**src/hw/rtl/dtq_pkg.sv**
```systemverilog
`timescale 1ns / 1ps

package dtq_pkg;

    localparam int TIME_BITS   = 48;
    localparam int TAG_BITS    = 16;
    localparam int HANDLE_BITS = 5;
    localparam int SLOT_BITS   = 5;

    localparam logic [1:0] ACT_SUBMIT   = 2'd0;
    localparam logic [1:0] ACT_CANCEL   = 2'd1;
    localparam logic [1:0] ACT_TICK     = 2'd2;
    localparam logic [1:0] ACT_SHUTDOWN = 2'd3;

    localparam logic [1:0] KIND_ACCEPTED = 2'd0;
    localparam logic [1:0] KIND_FULL     = 2'd1;
    localparam logic [1:0] KIND_FIRED    = 2'd2;
    localparam logic [1:0] KIND_ABORTED  = 2'd3;

    typedef struct packed {
        logic [1:0]             action;
        logic [TIME_BITS-1:0]   deadline;
        logic [TAG_BITS-1:0]    tag;
        logic [HANDLE_BITS-1:0] handle;
        logic [TIME_BITS-1:0]   now_time;
    } t_item;

    typedef struct packed {
        logic [1:0]           kind;
        logic [SLOT_BITS-1:0] slot;
        logic [TAG_BITS-1:0]  owner_tag;
        logic                 last;
    } t_result;

    typedef struct packed {
        logic exec_submit;
        logic exec_cancel;
        logic scan_start;
        logic scan_run;
        logic decide;
    } t_ctl_cmd;

    typedef struct packed {
        logic scan_done;
        logic have_best;
        logic stopped;
    } t_ctl_sts;

endpackage

```
**src/hw/rtl/dtq_ram.sv**
```systemverilog
`timescale 1ns / 1ps

module dtq_ram #(
    parameter int WIDTH = 64,
    parameter int DEPTH = 32
) (
    input  logic                     i_clk,
    input  logic                     i_wr_en,
    input  logic [$clog2(DEPTH)-1:0] i_wr_addr,
    input  logic [WIDTH-1:0]         i_wr_data,
    input  logic                     i_rd_en,
    input  logic [$clog2(DEPTH)-1:0] i_rd_addr,
    output logic [WIDTH-1:0]         o_rd_data
);

    logic [WIDTH-1:0] r_mem [DEPTH];
    logic [WIDTH-1:0] r_rd_data;

    always_ff @(posedge i_clk) begin
        if (i_wr_en) begin
            r_mem[i_wr_addr] <= i_wr_data;
        end
        if (i_rd_en) begin
            r_rd_data <= r_mem[i_rd_addr];
        end
    end

    assign o_rd_data = r_rd_data;

endmodule

```
**src/hw/rtl/dtq_ctrl.sv**
```systemverilog
`timescale 1ns / 1ps

module dtq_ctrl (
    input  logic              i_clk,
    input  logic              i_rst_n,
    input  logic              i_start,
    input  logic [1:0]        i_action,
    input  dtq_pkg::t_ctl_sts i_sts,
    output dtq_pkg::t_ctl_cmd o_cmd,
    output logic              o_busy
);

    typedef enum logic [2:0] {
        ST_IDLE   = 3'b001,
        ST_SCAN   = 3'b010,
        ST_DECIDE = 3'b100
    } t_state;

    t_state r_state;
    t_state n_state;

    always_comb begin
        n_state = r_state;
        o_cmd   = '0;
        unique case (r_state)
            ST_IDLE: begin
                if (i_start) begin
                    unique case (i_action)
                        dtq_pkg::ACT_SUBMIT: begin
                            o_cmd.exec_submit = 1'b1;
                        end
                        dtq_pkg::ACT_CANCEL: begin
                            o_cmd.exec_cancel = 1'b1;
                        end
                        dtq_pkg::ACT_TICK: begin
                            // a tick after shutdown has nothing to fire
                            if (!i_sts.stopped) begin
                                o_cmd.scan_start = 1'b1;
                                n_state          = ST_SCAN;
                            end
                        end
                        dtq_pkg::ACT_SHUTDOWN: begin
                            o_cmd.scan_start = 1'b1;
                            n_state          = ST_SCAN;
                        end
                        default: begin
                        end
                    endcase
                end
            end
            ST_SCAN: begin
                o_cmd.scan_run = 1'b1;
                if (i_sts.scan_done) begin
                    n_state = ST_DECIDE;
                end
            end
            ST_DECIDE: begin
                o_cmd.decide = 1'b1;
                n_state      = i_sts.have_best ? ST_SCAN : ST_IDLE;
            end
            default: begin
                n_state = ST_IDLE;
            end
        endcase
    end

    always_ff @(posedge i_clk) begin
        if (!i_rst_n) begin
            r_state <= ST_IDLE;
        end else begin
            r_state <= n_state;
        end
    end

    assign o_busy = (r_state != ST_IDLE);

endmodule

```
**src/hw/rtl/dtq_datapath.sv**
```systemverilog
`timescale 1ns / 1ps

module dtq_datapath #(
    parameter int SLOTS = 32
) (
    input  logic              i_clk,
    input  logic              i_rst_n,
    input  dtq_pkg::t_item    i_item,
    input  dtq_pkg::t_ctl_cmd i_cmd,
    output dtq_pkg::t_ctl_sts o_sts,
    output logic              o_result_valid,
    output dtq_pkg::t_result  o_result
);

    localparam int IW = $clog2(SLOTS);
    localparam int CW = IW + 1;
    localparam int DW = dtq_pkg::TIME_BITS + dtq_pkg::TAG_BITS;

    logic [SLOTS-1:0]              r_live;
    logic                          r_stopped;
    logic [1:0]                    r_kind;
    logic                          r_bounded;
    logic [dtq_pkg::TIME_BITS-1:0] r_limit;
    logic [CW-1:0]                 r_addr;
    logic                          r_rd_vld;
    logic [IW-1:0]                 r_rd_idx;
    logic                          r_have_best;
    logic [dtq_pkg::TIME_BITS-1:0] r_best_dl;
    logic [IW-1:0]                 r_best_idx;
    logic [dtq_pkg::TAG_BITS-1:0]  r_best_tag;
    logic                          r_pend_vld;
    logic [IW-1:0]                 r_pend_idx;
    logic [dtq_pkg::TAG_BITS-1:0]  r_pend_tag;
    logic                          r_out_vld;
    dtq_pkg::t_result              r_out;

    logic                          free_found;
    logic [IW-1:0]                 free_idx;
    logic [6:0]                    handle_ext;
    logic                          handle_ok;
    logic [IW-1:0]                 handle_idx;
    logic                          wr_en;
    logic                          rd_en;
    logic [DW-1:0]                 rd_data;
    logic [dtq_pkg::TIME_BITS-1:0] rd_dl;
    logic [dtq_pkg::TAG_BITS-1:0]  rd_tag;
    logic                          cand;

    // lowest free slot
    always_comb begin
        free_found = 1'b0;
        free_idx   = '0;
        for (int i = SLOTS - 1; i >= 0; i--) begin
            if (!r_live[i]) begin
                free_found = 1'b1;
                free_idx   = IW'(i);
            end
        end
    end

    assign handle_ext = 7'(i_item.handle);
    assign handle_ok  = (handle_ext < 7'(SLOTS));
    assign handle_idx = IW'(handle_ext);

    assign wr_en = i_cmd.exec_submit && !r_stopped && free_found;
    assign rd_en = i_cmd.scan_run && (r_addr < CW'(SLOTS));

    dtq_ram #(
        .WIDTH (DW),
        .DEPTH (SLOTS)
    ) u_store (
        .i_clk     (i_clk),
        .i_wr_en   (wr_en),
        .i_wr_addr (free_idx),
        .i_wr_data ({i_item.deadline, i_item.tag}),
        .i_rd_en   (rd_en),
        .i_rd_addr (r_addr[IW-1:0]),
        .o_rd_data (rd_data)
    );

    assign rd_dl  = rd_data[DW-1:dtq_pkg::TAG_BITS];
    assign rd_tag = rd_data[dtq_pkg::TAG_BITS-1:0];

    // strict less-than over ascending slots keeps the lower handle on ties
    assign cand = r_rd_vld && r_live[r_rd_idx]
                  && (!r_bounded || (rd_dl <= r_limit))
                  && (!r_have_best || (rd_dl < r_best_dl));

    always_ff @(posedge i_clk) begin
        if (!i_rst_n) begin
            r_live      <= '0;
            r_stopped   <= 1'b0;
            r_addr      <= '0;
            r_rd_vld    <= 1'b0;
            r_have_best <= 1'b0;
            r_pend_vld  <= 1'b0;
            r_out_vld   <= 1'b0;
        end else begin
            r_out_vld <= i_cmd.exec_submit || (i_cmd.decide && r_pend_vld);

            if (i_cmd.exec_submit) begin
                r_out.last      <= 1'b1;
                r_out.owner_tag <= i_item.tag;
                if (r_stopped) begin
                    r_out.kind <= dtq_pkg::KIND_ABORTED;
                    r_out.slot <= '0;
                end else if (free_found) begin
                    r_live[free_idx] <= 1'b1;
                    r_out.kind       <= dtq_pkg::KIND_ACCEPTED;
                    r_out.slot       <= dtq_pkg::SLOT_BITS'(free_idx);
                end else begin
                    r_out.kind <= dtq_pkg::KIND_FULL;
                    r_out.slot <= '0;
                end
            end

            if (i_cmd.exec_cancel && handle_ok) begin
                r_live[handle_idx] <= 1'b0;
            end

            if (i_cmd.scan_start) begin
                r_bounded   <= (i_item.action != dtq_pkg::ACT_SHUTDOWN);
                r_kind      <= (i_item.action == dtq_pkg::ACT_SHUTDOWN)
                               ? dtq_pkg::KIND_ABORTED : dtq_pkg::KIND_FIRED;
                r_limit     <= i_item.now_time;
                r_addr      <= '0;
                r_rd_vld    <= 1'b0;
                r_have_best <= 1'b0;
                r_pend_vld  <= 1'b0;
                if (i_item.action == dtq_pkg::ACT_SHUTDOWN) begin
                    r_stopped <= 1'b1;
                end
            end

            if (i_cmd.scan_run) begin
                r_rd_vld <= rd_en;
                r_rd_idx <= r_addr[IW-1:0];
                if (rd_en) begin
                    r_addr <= r_addr + CW'(1);
                end
                if (cand) begin
                    r_have_best <= 1'b1;
                    r_best_dl   <= rd_dl;
                    r_best_idx  <= r_rd_idx;
                    r_best_tag  <= rd_tag;
                end
            end

            // results trail the scan by one pass so the final one can carry last
            if (i_cmd.decide) begin
                r_addr      <= '0;
                r_rd_vld    <= 1'b0;
                r_have_best <= 1'b0;
                if (r_pend_vld) begin
                    r_out.kind      <= r_kind;
                    r_out.slot      <= dtq_pkg::SLOT_BITS'(r_pend_idx);
                    r_out.owner_tag <= r_pend_tag;
                    r_out.last      <= !r_have_best;
                end
                if (r_have_best) begin
                    r_live[r_best_idx] <= 1'b0;
                    r_pend_vld         <= 1'b1;
                    r_pend_idx         <= r_best_idx;
                    r_pend_tag         <= r_best_tag;
                end else begin
                    r_pend_vld <= 1'b0;
                end
            end
        end
    end

    assign o_sts.scan_done = r_rd_vld && (r_rd_idx == IW'(SLOTS - 1));
    assign o_sts.have_best = r_have_best;
    assign o_sts.stopped   = r_stopped;

    assign o_result_valid = r_out_vld;
    assign o_result       = r_out;

endmodule

```
**src/hw/rtl/deadline_timer_queue_unit.sv**
```systemverilog
`timescale 1ns / 1ps
// submit and cancel: busy stays low, a submit result strobes the cycle after start
// tick and shutdown: each pass reads every slot of the store in order (one read a cycle), then decides
// k results cost k+1 passes, and busy stays high through all of them
// results strobe for one cycle each and cannot be stalled; the last one strobes as busy goes low
// synchronous active-low reset empties every slot and clears the shutdown flag

module deadline_timer_queue_unit #(
    parameter int SLOTS = 32
) (
    input  logic             i_clk,
    input  logic             i_rst_n,
    input  logic             start,
    input  dtq_pkg::t_item   i_item,
    output logic             busy,
    output logic             o_result_valid,
    output dtq_pkg::t_result o_result
);

    dtq_pkg::t_ctl_cmd cmd;
    dtq_pkg::t_ctl_sts sts;

    dtq_ctrl u_ctrl (
        .i_clk    (i_clk),
        .i_rst_n  (i_rst_n),
        .i_start  (start),
        .i_action (i_item.action),
        .i_sts    (sts),
        .o_cmd    (cmd),
        .o_busy   (busy)
    );

    dtq_datapath #(
        .SLOTS (SLOTS)
    ) u_datapath (
        .i_clk          (i_clk),
        .i_rst_n        (i_rst_n),
        .i_item         (i_item),
        .i_cmd          (cmd),
        .o_sts          (sts),
        .o_result_valid (o_result_valid),
        .o_result       (o_result)
    );

    a_submit_answers: assert property (@(posedge i_clk) disable iff (!i_rst_n)
        (start && !busy && i_item.action == dtq_pkg::ACT_SUBMIT)
        |=> (o_result_valid && o_result.last))
        else $error("submit not answered in the next cycle");

    a_cancel_silent: assert property (@(posedge i_clk) disable iff (!i_rst_n)
        (start && !busy && i_item.action == dtq_pkg::ACT_CANCEL) |=> !o_result_valid)
        else $error("cancel produced a result");

    a_submit_kinds_last: assert property (@(posedge i_clk) disable iff (!i_rst_n)
        (o_result_valid && (o_result.kind == dtq_pkg::KIND_ACCEPTED
                            || o_result.kind == dtq_pkg::KIND_FULL))
        |-> o_result.last)
        else $error("submit answer without last");

    a_scan_needs_busy: assert property (@(posedge i_clk) disable iff (!i_rst_n)
        (cmd.scan_run || cmd.decide) |-> busy)
        else $error("scan running while idle");

endmodule

```
**config.mk**
```make
export PLATFORM = sky130hd
export DESIGN_NAME = deadline_timer_queue_unit
export DESIGN_NICKNAME = d
export VERILOG_FILES = /design/src/hw/rtl/dtq_pkg.sv /design/src/hw/rtl/dtq_ram.sv /design/src/hw/rtl/dtq_ctrl.sv /design/src/hw/rtl/dtq_datapath.sv /design/src/hw/rtl/deadline_timer_queue_unit.sv
export SDC_FILE = /design/constraint.sdc
export NUM_CORES = 2
export LEC_CHECK = 0
export BUFFER_PORTS_ARGS = -buffer_cell sky130_fd_sc_hd__buf_2
export CAP_MARGIN = 5
export CELL_PAD_IN_SITES_DETAIL_PLACEMENT = 0
export CELL_PAD_IN_SITES_GLOBAL_PLACEMENT = 1
export CORE_UTILIZATION = 40
export DETAILED_ROUTE_END_ITERATION = 7
export PLACE_DENSITY_LB_ADDON = 0.3
export SYNTH_ARGS = -nofsm -noshare
export SYNTH_HDL_FRONTEND = slang
export SYNTH_SLANG_ARGS = --single-unit
```
**constraint.sdc**
```tcl
create_clock -name i_clk -period 8.6 [get_ports i_clk]
set_input_delay 1.29 -clock i_clk [delete_from_list [all_inputs] [get_ports i_clk]]
set_output_delay 1.29 -clock i_clk [all_outputs]
set_load 0.01 [all_outputs]
```
==> impl_results.md <==
- Drt first pass iters: 5
- Hold buffer count at CTS: 0
- Power density cells: 225 mW/mm^2
- Initial antenna violation count: 22
- Worst min path class: register to register
- Inserted Clock Buffers: roughly 230
- Crit share post-route: 0.501
- Worst-Margin Slew: around 1.2 ns
- Sum Neg Setup Slack: 0 ns
- Syn Nets: approximately 4.2k
- Largest net degree at the start of global routing: between 100 and 150
- Post-synth cell types: 63
- Clock buffer depth: 3
- CTS Sinks: 2327
- Crit Path Class: register to register
- First-pass GRT wire length: around 320000 microns
- Yosys top cell by area: edfxtp_1
- Area Overhead vs Synth: 13.6%
- Vias per inst: roughly 5.6
- Worst Path Arrival: between 4 and 5 ns
- Worst slack, placed: 3.59 ns
- Slowest cell on crit path: nor2_4
- Fin. max-slew vios: 0
- Crit path buf inv count: 1
- GRT overflow: 0
- Post CTS Setup Buffer Count: 0
- Total power: between 20 and 25 mW
- Max-cap violations: 0
- Syn avg cell area: 22.7 sq um
- Most frequent cell after synthesis: edfxtp_1
- DIE HEIGHT: approximately 480 microns
- First DRT Iteration DRCs: between 4k and 5k
- Rel. slew slack: 0.227
- Die X-Extent: approximately 480 microns
- Clock slew at reported path FFs: ~0.060 ns
- Clk Latency, worst-skew pair: about 0.89 ns
- Final setup margin: approximately 4.3 ns
- Global-route usage over all layers: 0.194
- Req. time, crit path: 9.10 ns
- Aggregate routed wire length: roughly 220000 microns
- Htree depth: 4
- Vias in the first global route: about 43k
- FP Rows: approximately 170
- Full die area: between 0.2 and 0.25 sq mm
- Status: finished, final reports clean
- Number of routed nets with antenna violations: 0
- # setup viols final: 0
- Crit. End Element: register
- Clk_skew: between 0.04 and 0.05 ns
- FMAX: 232 MHz
- Final min period: 4.31 ns
- Leak: approximately 31 nW
- Synthesized instance count: around 4.0k
- Routability-driven placement congestion ratio: 0.800
- Top FF cell, synth: edfxtp_1
- Layout cells sized above 1: 0.300
- Worst setup SP type: register
- FFs w/ async S/R, synth: 0
- Synth top area cells: edfxtp_1 (76%), mux4_2 (16%), ha_1 (1.3%)
- Syn. warnings: 0
- PortBufs: between 100 and 150
- Top delay family on crit path: simple AND/OR/NAND/NOR gates
- Clk root buf: clkbuf_16
- RSZ-0062 raised after global routing: false
- Peak supply drop: 0.171 mV
- WL per Instance: 29.6 microns
- Worst-path cell chain: or3b_1, nor4_4, nand3_1, nor2b_1, nand2_1, nor2_4, buf_4
- Core Footprint: 0.224 sq mm
- Register area share after synthesis: 0.769
- Final hold violation count: 0
- Detail Placement HPWL: roughly 120000 microns
- IO Pins: about 150
- Commonest cells post-synth: edfxtp_1 (2281), mux4_2 (649), inv_1 (125), clkbuf_1 (106), ha_1 (96)
- # nets final: between 4k and 5k
- Initial core utilization: 0.402
- DRC viols: 0
- Post-synth EDFFs: approximately 2.3k
- Seq cells post-synth: between 2k and 2.5k
- Post-Syn Area: 0.0903 sq mm
- Max Fanout on Critical Path: 38
- Via count: between 40k and 50k
- Critical Path Max Stage Delay: 0.94 ns
- CTS tree: yes
- Number of gates resized after CTS: 0
- Synth top area share: 0.759
## stage by stage
stage | hold WS [ns] | std cells | cell area (sq um) | util
2_1_floorplan | 0.400 | 3977 | 90300 | -
3_3_place_gp | 0.401 | 7037 | 95100 | 0.424
3_5_place_dp | 0.405 | 7037 | 95100 | 0.424
4_1_cts | 0.418 | 7463 | 102000 | 0.457
5_1_grt | 0.420 | 7470 | 103000 | 0.457
6_report | 0.418 | 7472 | 103000 | 0.457
## worst paths after layout
path | start | endpoint | slack (ns) | depth (start not counted)
max reg2reg | u_ctrl.r_state[0] | u_datapath.u_store.r_mem[16][25] | 4.29 | 7
min reg2reg | u_datapath.u_store.o_rd_data[1] | u_datapath.r_best_tag[1] | 0.42 | 0
max | u_ctrl.r_state[0] | u_datapath.u_store.r_mem[16][25] | 4.29 | 7
min | u_datapath.u_store.o_rd_data[1] | u_datapath.r_best_tag[1] | 0.42 | 0
## power by group
group	switching [mW]	internal [mW]
Clock	4.29	5.50
Combinational	0.449	0.290
Sequential	0.0387	12.5
Total	4.77	18.3
## worst register-to-register path, stage by stage, from the launching register on
cell and delay (ns):
dfxtp_1 0.34, or3b_1 0.53, nor4_4 0.66, nand3_1 0.27
nor2b_1 0.22, nand2_1 0.24, nor2_4 0.94, buf_4 0.67
## flip-flops by register name, summed over array words and instances (netlist names), 6 cells and up
name / count
u_datapath.r_pend_tag: 16
u_datapath.r_best_tag: 16
u_datapath.u_store.r_mem: 2048
u_datapath.r_live: 32
u_datapath.u_store.o_rd_data: 64
u_datapath.r_best_dl: 48
u_datapath.r_addr: 6
u_datapath.o_result: 24
u_datapath.r_limit: 48
## kinds of logic (layout without fill, tap and decap cells)
| family | Yosys count | after routing | synth area share |
|---|---|---|---|
| other | 0 | 9 | 0 |
| AOI/OAI and AO/OA | 221 | 221 | 0.0163 |
| and+or+nand+nor | 316 | 316 | 0.0180 |
| muxes | 717 | 717 | 0.170 |
| buffers and inverters | 300 | 794 | 0.0131 |
| adders and majority gates | 96 | 96 | 0.0133 |
| DFF | 2327 | 2327 | 0.769 |
## metal layers
layer | share of wire | GRT usage | vias up
met4 | 0.023 | 0.0507 | 8
met5 | 0.00021 | 0 | -
met1 | 0.43 | 0.270 | 22700
li1 | - | - | 17500
met3 | 0.064 | 0.0392 | 296
met2 | 0.49 | 0.313 | 1333
## layout make-up
type                    instances  area (sq um)
fillers                     18600        122000
flip-flops and latches       2327         69400
multi-input cells            1350         19900
clock buffers                 282          6020
well taps                    2992          3740
repair buffers                243          1540
clock inverters               144          1350
inverters                     125           472
diodes                          9          22.5
## layout by cell type, fill, tap and decap left out, types with 41 or more instances in the layout
cell / instances
mux2_2: 64
a21oi_1: 49
buf_4: 89
clkinv_2: 46
clkbuf_1: 48
nor2_1: 58
dfxtp_1: 41
inv_1: 124
buf_2: 147
clkinv_1: 54
mux4_2: 649
edfxtp_1: 2281
nand2_1: 84
ha_1: 96
clkbuf_16: 233
Note: power is estimated with default switching activity, not from simulation.
